**config.mk**
```make
export PLATFORM = sky130hd
export DESIGN_NAME = collation_key_line_parser
export DESIGN_NICKNAME = d
export VERILOG_FILES = /design/src/hw/rtl/ckp_pkg.sv /design/src/hw/rtl/ckp_front.sv /design/src/hw/rtl/ckp_queue.sv /design/src/hw/rtl/ckp_back.sv /design/src/hw/rtl/collation_key_line_parser.sv
export SDC_FILE = /design/constraint.sdc
export NUM_CORES = 1
export LEC_CHECK = 0
export BUFFER_PORTS_ARGS = -buffer_cell sky130_fd_sc_hd__buf_2
export CELL_PAD_IN_SITES_DETAIL_PLACEMENT = 1
export CELL_PAD_IN_SITES_GLOBAL_PLACEMENT = 1
export CORE_MARGIN = 10
export CORE_UTILIZATION = 41
export CTS_BUF_LIST = sky130_fd_sc_hd__clkbuf_8
export CTS_CLUSTER_DIAMETER = 100
export CTS_CLUSTER_SIZE = 8
export DETAILED_ROUTE_END_ITERATION = 16
export GPL_ROUTABILITY_DRIVEN = 1
export PLACE_DENSITY_LB_ADDON = 0.1
export SYNTH_ARGS = -nofsm -noshare
export SYNTH_HDL_FRONTEND = slang
export SYNTH_SLANG_ARGS = --single-unit
```
**constraint.sdc**
```tcl
create_clock -name clk -period 9.2 [get_ports clk]
set_input_delay 0.46 -clock clk [delete_from_list [all_inputs] [get_ports clk]]
set_output_delay 0.46 -clock clk [all_outputs]
set_load 0.01 [all_outputs]
```
**src/hw/rtl/ckp_pkg.sv**
```systemverilog
package ckp_pkg;

  typedef enum logic [3:0] {
    PH_LEAD,
    PH_POINT,
    PH_GAP,
    PH_SEEK,
    PH_WEIGHTS,
    PH_MARK,
    PH_W1,
    PH_W2,
    PH_W3,
    PH_DONE
  } phase_t;

  localparam logic [1:0] KIND_POINT  = 2'd0;
  localparam logic [1:0] KIND_TRIPLE = 2'd1;
  localparam logic [1:0] KIND_STATUS = 2'd2;

  localparam logic [3:0] ST_EMPTY       = 4'd0;
  localparam logic [3:0] ST_DIRECTIVE   = 4'd1;
  localparam logic [3:0] ST_NOT_DATA    = 4'd2;
  localparam logic [3:0] ST_SINGLE      = 4'd3;
  localparam logic [3:0] ST_SEQUENCE    = 4'd4;
  localparam logic [3:0] ST_BAD_POINT   = 4'd5;
  localparam logic [3:0] ST_MANY_POINTS = 4'd6;
  localparam logic [3:0] ST_NO_SEMI     = 4'd7;
  localparam logic [3:0] ST_BAD_TRIPLE  = 4'd8;
  localparam logic [3:0] ST_MANY_TRIPLE = 4'd9;

  localparam logic [23:0] CODE_LIMIT = 24'h10FFFF;

  localparam logic [7:0] CH_NUL    = 8'h00;
  localparam logic [7:0] CH_SPACE  = 8'h20;
  localparam logic [7:0] CH_TAB    = 8'h09;
  localparam logic [7:0] CH_CR     = 8'h0D;
  localparam logic [7:0] CH_HASH   = 8'h23;
  localparam logic [7:0] CH_AT     = 8'h40;
  localparam logic [7:0] CH_SEMI   = 8'h3B;
  localparam logic [7:0] CH_LBRACK = 8'h5B;
  localparam logic [7:0] CH_RBRACK = 8'h5D;
  localparam logic [7:0] CH_DOT    = 8'h2E;
  localparam logic [7:0] CH_STAR   = 8'h2A;

  localparam int Q_DEPTH = 4;

  typedef struct packed {
    logic        item_v;
    logic        item_triple;
    logic [20:0] code_point;
    logic [3:0]  position;
    logic        dot_marker;
    logic [15:0] primary_weight;
    logic [15:0] secondary_weight;
    logic [15:0] tertiary_weight;
    logic        stat_v;
    logic [3:0]  line_status;
    logic [2:0]  point_count;
    logic [4:0]  triple_count;
  } step_t;

endpackage

```
**src/hw/rtl/ckp_front.sv**
```systemverilog
module ckp_front #(
  parameter int MAX_POINTS  = 4,
  parameter int MAX_TRIPLES = 16
) (
  input  logic          clk,
  input  logic          rst,
  input  logic          in_valid,
  output logic          in_ready,
  input  logic [7:0]    text_byte,
  input  logic          ends_line,
  input  logic          q_full,
  output logic          push,
  output ckp_pkg::step_t entry
);
  import ckp_pkg::*;

  localparam int PW = $clog2(MAX_POINTS + 1);
  localparam int TW = $clog2(MAX_TRIPLES + 1);

  phase_t        ph, ph_next;
  logic [23:0]   acc, acc_next;
  logic [2:0]    dcnt, dcnt_next;
  logic [PW-1:0] pts, pts_next;
  logic [TW-1:0] trp, trp_next;
  logic [15:0]   hp, hp_next;
  logic [15:0]   hs, hs_next;
  logic          hm, hm_next;
  logic [3:0]    pst, pst_next;

  logic          ev_point, ev_triple, ev_status;
  logic [23:0]   ev_val;
  logic [3:0]    ev_pos;
  logic [3:0]    ev_code;
  logic [2:0]    ev_pcount;
  logic [4:0]    ev_tcount;

  logic          is_hex, is_blank, take;
  logic [3:0]    dv;
  logic [23:0]   shifted;

  always_comb begin
    is_hex = 1'b1;
    dv     = 4'd0;
    if (text_byte >= 8'h30 && text_byte <= 8'h39) begin
      dv = 4'(text_byte - 8'h30);
    end else if (text_byte >= 8'h61 && text_byte <= 8'h66) begin
      dv = 4'(text_byte - 8'h57);
    end else if (text_byte >= 8'h41 && text_byte <= 8'h46) begin
      dv = 4'(text_byte - 8'h37);
    end else begin
      is_hex = 1'b0;
    end
  end

  assign is_blank = (text_byte == CH_SPACE) || (text_byte >= CH_TAB && text_byte <= CH_CR);
  assign shifted  = {acc[19:0], dv};
  assign in_ready = !q_full && !rst;
  assign take     = in_valid && in_ready;

  always_comb begin
    ph_next   = ph;
    acc_next  = acc;
    dcnt_next = dcnt;
    pts_next  = pts;
    trp_next  = trp;
    hp_next   = hp;
    hs_next   = hs;
    hm_next   = hm;
    pst_next  = pst;
    ev_point  = 1'b0;
    ev_triple = 1'b0;
    ev_status = 1'b0;
    ev_val    = acc;
    ev_pos    = 4'(pts);
    ev_code   = ST_EMPTY;
    ev_pcount = 3'd0;
    ev_tcount = 5'd0;

    if (ph != PH_DONE && text_byte != CH_NUL) begin
      unique case (ph)
        PH_LEAD: begin
          if (is_blank) begin
          end else if (text_byte == CH_HASH) begin
            ph_next = PH_DONE; pst_next = ST_EMPTY;
          end else if (text_byte == CH_AT) begin
            ph_next = PH_DONE; pst_next = ST_DIRECTIVE;
          end else if (!is_hex) begin
            ph_next = PH_DONE; pst_next = ST_NOT_DATA;
          end else begin
            acc_next = {20'd0, dv}; dcnt_next = 3'd1; ph_next = PH_POINT;
          end
        end
        PH_POINT: begin
          if (is_hex) begin
            acc_next  = shifted;
            dcnt_next = dcnt + 3'd1;
            if (dcnt >= 3'd5) begin
              if (shifted > CODE_LIMIT) begin
                ph_next = PH_DONE; pst_next = ST_BAD_POINT;
              end else if (pts >= PW'(MAX_POINTS)) begin
                ph_next = PH_DONE; pst_next = ST_MANY_POINTS;
              end else begin
                ev_point = 1'b1; ev_val = shifted; ev_pos = 4'(pts);
                pts_next = pts + PW'(1);
                acc_next = '0; dcnt_next = '0;
                ph_next = PH_GAP;
              end
            end
          end else begin
            if (acc > CODE_LIMIT) begin
              ph_next = PH_DONE; pst_next = ST_BAD_POINT;
            end else if (pts >= PW'(MAX_POINTS)) begin
              ph_next = PH_DONE; pst_next = ST_MANY_POINTS;
            end else begin
              ev_point = 1'b1; ev_val = acc; ev_pos = 4'(pts);
              pts_next = pts + PW'(1);
              acc_next = '0; dcnt_next = '0;
              if (is_blank) ph_next = PH_GAP;
              else if (text_byte == CH_SEMI) ph_next = PH_WEIGHTS;
              else ph_next = PH_SEEK;
            end
          end
        end
        PH_GAP: begin
          if (is_hex) begin
            acc_next = {20'd0, dv}; dcnt_next = 3'd1; ph_next = PH_POINT;
          end else if (is_blank) begin
            ph_next = PH_GAP;
          end else if (text_byte == CH_SEMI) begin
            ph_next = PH_WEIGHTS;
          end else begin
            ph_next = PH_SEEK;
          end
        end
        PH_SEEK: begin
          if (text_byte == CH_SEMI) ph_next = PH_WEIGHTS;
        end
        PH_WEIGHTS: begin
          if (text_byte == CH_HASH) begin
            ph_next  = PH_DONE;
            pst_next = (pts == PW'(1)) ? ST_SINGLE : ST_SEQUENCE;
          end else if (text_byte == CH_LBRACK) begin
            acc_next = '0; dcnt_next = '0; ph_next = PH_MARK;
          end
        end
        PH_MARK: begin
          if (text_byte == CH_DOT || text_byte == CH_STAR) begin
            hm_next = (text_byte == CH_DOT);
            hp_next = '0; hs_next = '0;
            acc_next = '0; dcnt_next = '0;
            ph_next = PH_W1;
          end else begin
            ph_next = PH_DONE; pst_next = ST_BAD_TRIPLE;
          end
        end
        PH_W1, PH_W2, PH_W3: begin
          if (is_hex) begin
            if (dcnt >= 3'd4) begin
              ph_next = PH_DONE; pst_next = ST_BAD_TRIPLE;
            end else begin
              acc_next = shifted; dcnt_next = dcnt + 3'd1;
            end
          end else if (text_byte == CH_DOT && ph == PH_W1) begin
            hp_next = acc[15:0]; acc_next = '0; dcnt_next = '0; ph_next = PH_W2;
          end else if (text_byte == CH_DOT && ph == PH_W2) begin
            hs_next = acc[15:0]; acc_next = '0; dcnt_next = '0; ph_next = PH_W3;
          end else if (text_byte == CH_RBRACK && ph == PH_W3) begin
            if (trp >= TW'(MAX_TRIPLES)) begin
              ph_next = PH_DONE; pst_next = ST_MANY_TRIPLE;
            end else begin
              ev_triple = 1'b1; ev_pos = 4'(trp);
              trp_next = trp + TW'(1);
              acc_next = '0; dcnt_next = '0;
              ph_next = PH_WEIGHTS;
            end
          end else begin
            ph_next = PH_DONE; pst_next = ST_BAD_TRIPLE;
          end
        end
        default: ph_next = PH_DONE;
      endcase
    end

    if ((text_byte == CH_NUL || ends_line) && ph_next != PH_DONE) begin
      unique case (ph_next)
        PH_LEAD: pst_next = ST_EMPTY;
        PH_POINT: begin
          if (acc_next > CODE_LIMIT) begin
            pst_next = ST_BAD_POINT;
          end else if (pts_next >= PW'(MAX_POINTS)) begin
            pst_next = ST_MANY_POINTS;
          end else begin
            ev_point = 1'b1; ev_val = acc_next; ev_pos = 4'(pts_next);
            pts_next = pts_next + PW'(1);
            pst_next = ST_NO_SEMI;
          end
        end
        PH_GAP, PH_SEEK: pst_next = ST_NO_SEMI;
        PH_WEIGHTS: pst_next = (pts_next == PW'(1)) ? ST_SINGLE : ST_SEQUENCE;
        PH_MARK, PH_W1, PH_W2, PH_W3: pst_next = ST_BAD_TRIPLE;
        default: pst_next = pst_next;
      endcase
      ph_next = PH_DONE;
    end

    if (ends_line) begin
      ev_status = 1'b1;
      ev_code   = pst_next;
      if (pst_next > ST_NOT_DATA) begin
        ev_pcount = 3'(pts_next);
        ev_tcount = 5'(trp_next);
      end
      ph_next   = PH_LEAD;
      acc_next  = '0;
      dcnt_next = '0;
      pts_next  = '0;
      trp_next  = '0;
      hp_next   = '0;
      hs_next   = '0;
      hm_next   = 1'b0;
      pst_next  = ST_EMPTY;
    end
  end

  always_comb begin
    entry             = '0;
    entry.item_v      = ev_point || ev_triple;
    entry.item_triple = ev_triple;
    entry.position    = ev_pos;
    if (ev_point) begin
      entry.code_point = ev_val[20:0];
    end
    if (ev_triple) begin
      entry.dot_marker       = hm;
      entry.primary_weight   = hp;
      entry.secondary_weight = hs;
      entry.tertiary_weight  = acc[15:0];
    end
    entry.stat_v       = ev_status;
    entry.line_status  = ev_code;
    entry.point_count  = ev_pcount;
    entry.triple_count = ev_tcount;
  end

  assign push = take && (ev_point || ev_triple || ev_status);

  always_ff @(posedge clk) begin
    if (rst) begin
      ph   <= PH_LEAD;
      acc  <= '0;
      dcnt <= '0;
      pts  <= '0;
      trp  <= '0;
      hp   <= '0;
      hs   <= '0;
      hm   <= 1'b0;
      pst  <= ST_EMPTY;
    end else if (take) begin
      ph   <= ph_next;
      acc  <= acc_next;
      dcnt <= dcnt_next;
      pts  <= pts_next;
      trp  <= trp_next;
      hp   <= hp_next;
      hs   <= hs_next;
      hm   <= hm_next;
      pst  <= pst_next;
    end
  end

endmodule

```
**src/hw/rtl/ckp_queue.sv**
```systemverilog
module ckp_queue (
  input  logic           clk,
  input  logic           rst,
  input  logic           push,
  input  ckp_pkg::step_t wr_entry,
  output logic           full,
  input  logic           pop,
  output logic           rd_valid,
  output ckp_pkg::step_t rd_entry
);
  import ckp_pkg::*;

  localparam int AW = $clog2(Q_DEPTH);
  localparam int CW = $clog2(Q_DEPTH + 1);

  step_t         slots [Q_DEPTH];
  logic [AW-1:0] wr_ptr, rd_ptr;
  logic [CW-1:0] count;

  assign full     = (count == CW'(Q_DEPTH));
  assign rd_valid = (count != '0);
  assign rd_entry = slots[rd_ptr];

  always_ff @(posedge clk) begin
    if (push) begin
      slots[wr_ptr] <= wr_entry;
    end
  end

  always_ff @(posedge clk) begin
    if (rst) begin
      wr_ptr <= '0;
      rd_ptr <= '0;
      count  <= '0;
    end else begin
      if (push) wr_ptr <= wr_ptr + AW'(1);
      if (pop)  rd_ptr <= rd_ptr + AW'(1);
      if (push && !pop) count <= count + CW'(1);
      else if (pop && !push) count <= count - CW'(1);
    end
  end

endmodule

```
**src/hw/rtl/ckp_back.sv**
```systemverilog
module ckp_back (
  input  logic           clk,
  input  logic           rst,
  input  logic           q_valid,
  input  ckp_pkg::step_t q_entry,
  output logic           q_pop,
  output logic           out_valid,
  input  logic           out_ready,
  output logic [1:0]     kind,
  output logic [20:0]    code_point,
  output logic [3:0]     position,
  output logic           dot_marker,
  output logic [15:0]    primary_weight,
  output logic [15:0]    secondary_weight,
  output logic [15:0]    tertiary_weight,
  output logic [3:0]     line_status,
  output logic [2:0]     point_count,
  output logic [4:0]     triple_count,
  output logic           last
);
  import ckp_pkg::*;

  step_t cur;
  logic  cur_v;
  logic  sub;
  logic  show_stat;
  logic  final_beat;
  logic  done;

  assign show_stat  = !cur.item_v || sub;
  assign final_beat = show_stat || !cur.stat_v;
  assign done       = cur_v && out_ready && final_beat;
  assign q_pop      = q_valid && (!cur_v || done);
  assign out_valid  = cur_v;

  always_ff @(posedge clk) begin
    if (q_pop) begin
      cur <= q_entry;
    end
  end

  always_ff @(posedge clk) begin
    if (rst) begin
      cur_v <= 1'b0;
      sub   <= 1'b0;
    end else if (q_pop) begin
      cur_v <= 1'b1;
      sub   <= 1'b0;
    end else if (done) begin
      cur_v <= 1'b0;
      sub   <= 1'b0;
    end else if (cur_v && out_ready) begin
      sub   <= 1'b1;
    end
  end

  always_comb begin
    kind             = KIND_STATUS;
    code_point       = '0;
    position         = '0;
    dot_marker       = 1'b0;
    primary_weight   = '0;
    secondary_weight = '0;
    tertiary_weight  = '0;
    line_status      = '0;
    point_count      = '0;
    triple_count     = '0;
    last             = 1'b1;
    if (show_stat) begin
      line_status  = cur.line_status;
      point_count  = cur.point_count;
      triple_count = cur.triple_count;
    end else begin
      kind             = cur.item_triple ? KIND_TRIPLE : KIND_POINT;
      code_point       = cur.code_point;
      position         = cur.position;
      dot_marker       = cur.dot_marker;
      primary_weight   = cur.primary_weight;
      secondary_weight = cur.secondary_weight;
      tertiary_weight  = cur.tertiary_weight;
      last             = !cur.stat_v;
    end
  end

endmodule

```
**src/hw/rtl/collation_key_line_parser.sv**
```systemverilog
// Collation table line parser.
// Input channel: one text byte per beat (text_byte, ends_line) on in_valid /
// in_ready. Output channel: result beats on out_valid / out_ready, each a
// code point (kind 0), a weight triple (kind 1) or a line status (kind 2);
// last marks the final result caused by an input byte.
// One input byte is taken per cycle while the result queue has room. A byte
// is parsed in the cycle it is accepted; its results enter a four-entry
// queue and move from there into the output register. A byte that yields
// both an item and a status occupies the output for two beats, one per
// cycle while out_ready is high. Throughput is one byte per cycle while
// out_ready stays high, limited by the single output beat per cycle when
// bytes produce two results back to back.
// Reset clears the parse state to line start and empties the queue and the
// output register; no item is taken during reset.
// When the receiver stalls, the output holds its beat, the queue fills, and
// in_ready drops once the queue is full; parsing resumes as beats drain.
module collation_key_line_parser #(
  parameter int MAX_POINTS  = 4,
  parameter int MAX_TRIPLES = 16
) (
  input  logic        clk,
  input  logic        rst,
  input  logic        in_valid,
  output logic        in_ready,
  input  logic [7:0]  text_byte,
  input  logic        ends_line,
  output logic        out_valid,
  input  logic        out_ready,
  output logic [1:0]  kind,
  output logic [20:0] code_point,
  output logic [3:0]  position,
  output logic        dot_marker,
  output logic [15:0] primary_weight,
  output logic [15:0] secondary_weight,
  output logic [15:0] tertiary_weight,
  output logic [3:0]  line_status,
  output logic [2:0]  point_count,
  output logic [4:0]  triple_count,
  output logic        last
);
  import ckp_pkg::*;

  step_t wr_entry;
  step_t rd_entry;
  logic  push;
  logic  full;
  logic  pop;
  logic  rd_valid;

  ckp_front #(
    .MAX_POINTS (MAX_POINTS),
    .MAX_TRIPLES(MAX_TRIPLES)
  ) u_front (
    .clk      (clk),
    .rst      (rst),
    .in_valid (in_valid),
    .in_ready (in_ready),
    .text_byte(text_byte),
    .ends_line(ends_line),
    .q_full   (full),
    .push     (push),
    .entry    (wr_entry)
  );

  ckp_queue u_queue (
    .clk     (clk),
    .rst     (rst),
    .push    (push),
    .wr_entry(wr_entry),
    .full    (full),
    .pop     (pop),
    .rd_valid(rd_valid),
    .rd_entry(rd_entry)
  );

  ckp_back u_back (
    .clk             (clk),
    .rst             (rst),
    .q_valid         (rd_valid),
    .q_entry         (rd_entry),
    .q_pop           (pop),
    .out_valid       (out_valid),
    .out_ready       (out_ready),
    .kind            (kind),
    .code_point      (code_point),
    .position        (position),
    .dot_marker      (dot_marker),
    .primary_weight  (primary_weight),
    .secondary_weight(secondary_weight),
    .tertiary_weight (tertiary_weight),
    .line_status     (line_status),
    .point_count     (point_count),
    .triple_count    (triple_count),
    .last            (last)
  );

endmodule

```
# --- Yosys cells after proc, flatten, opt, wreduce, memory -nomap -nowiden ---
# Memory sizes are Yosys's and may differ from the RTL's. A register that Yosys moved wholly into a read port is not among the register bits.
# Cells that the tools add are included.
totals:
  reg_bits: 85
  ramBits: 356
  elab_cells: 343
  memories: 1
mem_list:
  columns: ["memory", "depth", "width", "read_ports", "rd_ports_with_merged_regs", "write_ports", "line_no", "source"]
  rows:
  - ["u_queue.slots", 4, 89, 1, 1, 1, "ckp_queue.sv:16", "step_t slots [Q_DEPTH];"]
classes:
  add_sub_neg: 11
  n_lt_le_gt_ge: 17
  n_eq_ne: 44
  muxes: 204
  n_reduce_logical: 52
ops:
  columns: ["operator", "n"]
  rows:
  - ["24-bit 2-to-1 mux", 21]
  - ["21-bit 2-to-1 mux", 12]
  - ["4-bit 2-to-1 mux", 63]
  - ["16-bit 2-to-1 mux", 13]
  - ["24-bit one-hot mux with 6 select lines", 1]
  - ["3-bit 2-to-1 mux", 41]
  - ["24-bit by 21-bit greater-than comparator with 1-bit output (second input constant)", 3]
  - ["16-bit one-hot mux with 2 select lines", 2]
  - ["5-bit 2-to-1 mux", 11]
  - ["49-bit 2-to-1 mux", 1]
  - ["8-bit by 6-bit == test with 1-bit output (second input constant)", 5]
  - ["4-bit one-hot mux with 5 select lines", 2]
  - ["1-bit 2-to-1 mux", 34]
  - ["4-bit by 3-bit == test with 1-bit output (second input constant)", 8]
  - ["4-bit one-hot mux with 7 select lines", 1]
  - ["8-bit by 7-bit == test with 1-bit output (second input constant)", 3]
  - ["3-bit != test (second input constant)", 6]
  - ["3-bit one-hot mux with 6 select lines", 1]
  - ["1-bit logical AND", 17]
  - ["4-bit by 2-bit == test with 1-bit output (second input constant)", 4]
  - ["8-bit by 7-bit >= comparator with 1-bit output (second input constant)", 2]
  - ["8-bit by 7-bit less-or-equal comparator with 1-bit output (second input constant)", 2]
  - ["14-bit AND reduction", 1]
  - ["3-bit by 1-bit adder with 3-bit output (second input constant)", 4]
  - ["other kinds (36)", 70]

# --- Longest topological paths before layout ---
logic_depth:
  word_depth: 23
  depth_mapped: 19
  mapped_depth_nobuf: 18

# --- Cells and area by module ---
# Synthesis repeated with hierarchy kept, for this count alone.
hier_totals:
  hier_cells: 1683
  area_unflattened_um2: 23497.5
modules_own_cells:
  columns: ["module", "n_inst", "cells_per_inst", "area_per_inst_um2"]
  rows:
  - ["ckp_queue", 1, 509, 13250.2]
  - ["ckp_front", 1, 974, 6816.5]
  - ["ckp_back", 1, 200, 3430.8]

# --- Least setup slack after synthesis ---
# OpenSTA, ideal clock, no wires.
synth_timing:
  path_type: "reg2reg"
  start: "register u_back.cur[88] (netlist name)"
  end: "register u_queue.count[2]"
  setup_time_ps: 70
  arrival_time_ps: 6632
  required_ps: 9130
  slack_ps: 2498
  stages_incl_launch_ff: 13
  path_buffers: 1
  period_less_slack_ps: 6702
  path_cell_list: "edfxtp_1 -> nor2b_1 -> clkbuf_1 -> nand2_1 -> nand2_1 -> a21oi_1 -> inv_1 -> ha_1 -> inv_1 -> fa_1 -> xor2_1 -> or3_1 -> a21oi_1"
synth_via:
  elab_chain_len: 9
synth_rtl:
  columns: ["item", "line_no", "source"]
  rows:
  - ["1-bit logical NOT (*)", "ckp_back.sv:30", "assign show_stat = !cur.item_v || sub;"]
  - ["1-bit logical OR (*)", "ckp_back.sv:30", null]
  - ["1-bit logical OR (*)", "ckp_back.sv:31", "assign final_beat = show_stat || !cur.stat_v;"]
  - ["1-bit logical AND (*)", "ckp_back.sv:32", "assign done = cur_v && out_ready && final_beat;"]
  - ["1-bit logical OR (*)", "ckp_back.sv:33", "assign q_pop = q_valid && (!cur_v || done);"]
  - ["1-bit logical AND (*)", "ckp_back.sv:33", null]
  - ["named net pop", "collation_key_line_parser.sv:47", "logic pop;"]
  - ["1-bit logical NOT", "ckp_queue.sv:38", "if (push && !pop) count <= count + CW'(1);"]
  - ["1-bit logical AND", "ckp_queue.sv:38", null]
  - ["3-bit 2-to-1 mux or 2-bit nonzero test (tied branches)", null, null]
  - ["end signal, assigned", "ckp_queue.sv:38", null]
  - ["end signal, assigned", "ckp_queue.sv:39", "else if (pop && !push) count <= count - CW'(1);"]
  - ["end, declared", "ckp_queue.sv:18", "logic [CW-1:0] count;"]
# The timed path passes the listed nets; every way through them passes the cells marked *.
# A chain may end at the register's enable or synchronous reset.

# --- Worst setup path in the final report ---
layout_timing:
  start: "register u_front.ph[3]"
  end: "memory u_queue.slots[2][69] (netlist bit) (enable)"
layout_via:
  elab_chain_len: 17
layout_rtl:
  columns: ["item", "line_no", "source"]
  rows:
  - ["start, declared", "ckp_front.sv:20", "phase_t ph, ph_next;"]
  - ["start signal, assigned", "ckp_front.sv:259", "ph <= ph_next;"]
  - ["4-bit == test", "ckp_front.sv:80, ckp_front.sv:167", null]
  - ["1-bit logical AND", "ckp_front.sv:167", "end else if (text_byte == CH_RBRACK && ph == PH_W3) begin"]
  - ["24-bit 2-to-1 mux", "ckp_front.sv:167", null]
  - ["24-bit 2-to-1 mux", "ckp_front.sv:165", "end else if (text_byte == CH_DOT && ph == PH_W2) begin"]
  - ["24-bit 2-to-1 mux", "ckp_front.sv:163", "end else if (text_byte == CH_DOT && ph == PH_W1) begin"]
  - ["24-bit 2-to-1 mux", "ckp_front.sv:157", "if (is_hex) begin"]
  - ["24-bit one-hot mux with 6 select lines", "ckp_front.sv:80", "unique case (ph)"]
  - ["24-bit 2-to-1 mux", "ckp_front.sv:79", "if (ph != PH_DONE && text_byte != CH_NUL) begin"]
  - ["24-bit by 21-bit greater-than comparator with 1-bit output", "ckp_front.sv:188", "if (acc_next > CODE_LIMIT) begin"]
  - ["1-bit 2-to-1 mux", "ckp_front.sv:188", null]
  - ["1-bit 2-to-1 mux", "ckp_front.sv:185", "unique case (ph_next)"]
  - ["1-bit 2-to-1 mux", "ckp_front.sv:184", "if ((text_byte == CH_NUL || ends_line) && ph_next != PH_DONE) begin"]
  - ["1-bit logical OR (*) (2 in a row)", "ckp_front.sv:245", "assign push = take && (ev_point || ev_triple || ev_status);"]
  - ["1-bit logical AND (*)", "ckp_front.sv:245", null]
  - ["named net push", "collation_key_line_parser.sv:45", "logic push;"]
  - ["1-bit 2-to-1 mux (*)", "ckp_queue.sv:25", "if (push) begin"]
  - ["1-bit 2-to-1 mux (implied by the code) (*)", "ckp_queue.sv:26", "slots[wr_ptr] <= wr_entry;"]
  - ["end, declared", "ckp_queue.sv:16", null]
# Marked as above.

==> run summary <==
Routed via count = 14650
Critical Path AT = 6.76 ns
Leak pwr = 8.712 nW
Fin Hold WS = 0.2048 ns
Antenna Violating Nets Remaining = 0
Max-slew violations = 0
Syn_area_per_cell = 13.74 µm²
Hold buffers post-CTS = 0
Total power draw = 6.115 mW
Min Tclk post-route = 6.466 ns
Syn Std Cell Area = 23320 µm²
Clock Pin Slew Worst Setup and Hold Paths = 0.06 ns
Vias in the first global route = 15420
Reg2reg start = u_front.ph[3]$_SDFFE_PP0P_
DP HPWL = 42.08 mm
Setup Viol. Count Final = 0
Commonest cells after routing, fill and taps aside = 445 x edfxtp_1, 130 x and2_1, 110 x nor2_1, 104 x a21oi_1, 103 x buf_2
GRT Resource Usage Total = 19.13%
Core area = 56390 µm²
Worst R2R Path Depth = 13
I/O pin count = 104
Initial antenna violation count = 1
Required @ worst endpoint = 9.49 ns
Die height = 258.5 µm
Fmax = 154.7 MHz
Num CTS Buffers = 76
CTS H-Tree Depth = 3
Largest delay share family, worst path = simple AND/OR/NAND/NOR gates
Pwr dens = 236.2 nW/µm²
Largest stage delay on the critical path = 0.84 ns
Final core occ = 45.90%
Crit end category = flop
Startpoint Class = flop
DR iter-0 viols = 1197
Part of the Yosys area used for sequential elements = 64.59%
Most used cell along the critical path = buf_4
DRC violations left = 0
Setup TNS = 0 ns
Post-Synthesis Cells = 1697
Postcts setup bufs = 0
VDD IR-drop max = 0.1550 mV
Max Cap Viol = 0
#FFs+latches synth = 530
Synthesized net count = 1732
Final Skew = 0.04405 ns
Ys async rst share = 0%
Gr ovfl total = 0
CTS resizes = 0
Unrepaired setup endpoints after global routing = false
CP Cell Sequence = nor4b_1 -> nand3_1 -> inv_1 -> buf_4 -> nor3_1 -> o21ai_0 -> o211ai_1 -> o21a_1 -> nor4_2 -> nand3_4 -> a41oi_4 -> and2_4 -> buf_4
WL final = 64.27 mm
Largest net degree at the start of global routing = 91
First-pass GRT wire length = 98.50 mm
Synth warnings = 0
Ys flop type = edfxtp_1
Drt wl/cell = 24.76 µm
Die Area = 66820 µm²
Crit Path Category = reg2reg
Status = completed
Worst skew pair latency = 0.68 ns
CP Depth = 13
Nets@finish = 1812
Input/output buffers = 103
Post-synth EDFFs = 445
Critical path launch point = u_front.ph[3]$_SDFFE_PP0P_
DRT Pass-1 Iters = 5
Via density = 5.642
CP max stage cell = and2_4
Commonest non-fill, non-tap cell in the layout = edfxtp_1
CTS tree = done
Critical Path Fanout Max = 63
Worst-margin pin slew = 1.189 ns
Worst hold start = out_ready
Hold Crit Depth = 4
Finished Layout Cells = 2596
Rel. slew slack = 20.47%
HP Class = in2reg
Crit path buffers/inverters = 3
Row count = 87
Clock tree buffer depth = 3
Distinct cell type count after synthesis = 90
Gpl congestion = 0.8764
CTS Sinks = 530
Area Overhead vs Synth = 10.98%
Layout cell share with drive strength beyond 1 = 18.92%
Post-Place Cells = 2455
Die width = 258.5 µm
Starting Density = 41.36%
Fin crit share = 70.28%
Clock tree root driver cell = clkbuf_8
Hold Violations, Final = 0
==> sequential cells by signal (all words and copies together) (netlist names), 2 cells and up <==
signal / flops
u_front.dcnt: 3
u_front.hp: 16
u_queue.rd_ptr: 2
u_front.acc: 24
u_queue.slots: 356
u_front.ph: 4
u_front.pts: 3
u_front.pst: 4
u_back.cur: 89
u_front.trp: 5
u_queue.count: 3
u_queue.wr_ptr: 2
u_front.hs: 16
==> where the power goes <==
part | internal [mW] | switching (mW)
combinational | 0.579 | 0.810
sequential | 2.97 | 0.0975
clock | 0.773 | 0.888
==> layer usage <==
metal	up-vias	track usage [%]	part of all wire, %
li1	6679	-	-
met1	7520	25.18	44
met2	363	31.83	49
met3	85	3.324	4.5
met4	0	6.045	2.1
met5	-	0	0
==> cells by family (layout without fill, tap and decap cells) <==
logic type                 after synthesis  count (layout)  synth area share (%)
AOI/OAI and AO/OA                      346             346                 10.06
other                                    0               1                     0
buffers and inverters                  159             301                 2.645
adders and majority gates               22              22                 1.212
and+or+nand+nor                        531             531                 12.10
muxes                                   96              96                 8.900
DFF                                    530             530                 64.59
xor gates and xnor gates                13              13                0.4882
==> tightest hold or removal path, stage by stage <==
cell and delay (ns):
buf_2 0.10, nand2_1 0.10, nand2_1 0.08, a21oi_1 0.05
==> cell usage after synthesis, drive strengths merged (6+ instances only) <==
cell type,instances,area share [%]
nor3,26,0.58
and3,20,0.56
xor2,7,0.26
buf,30,0.57
a31oi,27,0.78
nor4,10,0.30
a21oi,106,2.3
a32oi,6,0.23
nand3,58,1.3
or3,9,0.28
inv,25,0.40
o21ai,43,0.94
xnor2,6,0.23
mux2i,6,0.26
o22ai,25,0.67
o211ai,11,0.35
nand4b,7,0.26
nand2,95,1.5
a21o,8,0.26
a22oi,45,1.4
ha,21,1.1
edfxtp,445,57
nor2b,21,0.56
clkbuf,104,1.7
dfxtp,85,7.3
and2,135,3.6
a211oi,8,0.31
mux4,89,8.6
nor2,113,1.8
a2bb2oi,6,0.23
==> final cells by class <==
cell class | count | area (µm²)
repair buffers | 136 | 763.2
clock inverters | 64 | 272.8
diodes | 1 | 2.502
fillers | 5786 | 30500
multi-input cells | 1008 | 7687
well taps | 756 | 945.9
inverters | 25 | 93.84
flip-flops and latches | 530 | 15070
clock buffers | 76 | 1046
==> metrics by stage <==
stage	setup slack, ns	instance area [µm²]
floorplan	2.498	23320
global placement	2.658	24560
detailed placement	2.508	24560
CTS	2.726	25880
global route	2.179	25880
finish	2.734	25880
==> path summary, 6_finish.rpt <==
kind,slack [ns],to
setup / recovery,2.73,u_queue.slots[2][69]$_DFFE_PP_
hold / removal,0.20,u_back.out_valid$_SDFFE_PP0P_
setup reg to reg,2.73,u_queue.slots[2][69]$_DFFE_PP_
hold reg to reg,0.45,u_front.hp[1]$_SDFFE_PP0P_
(Power assumes the default switching activity.)
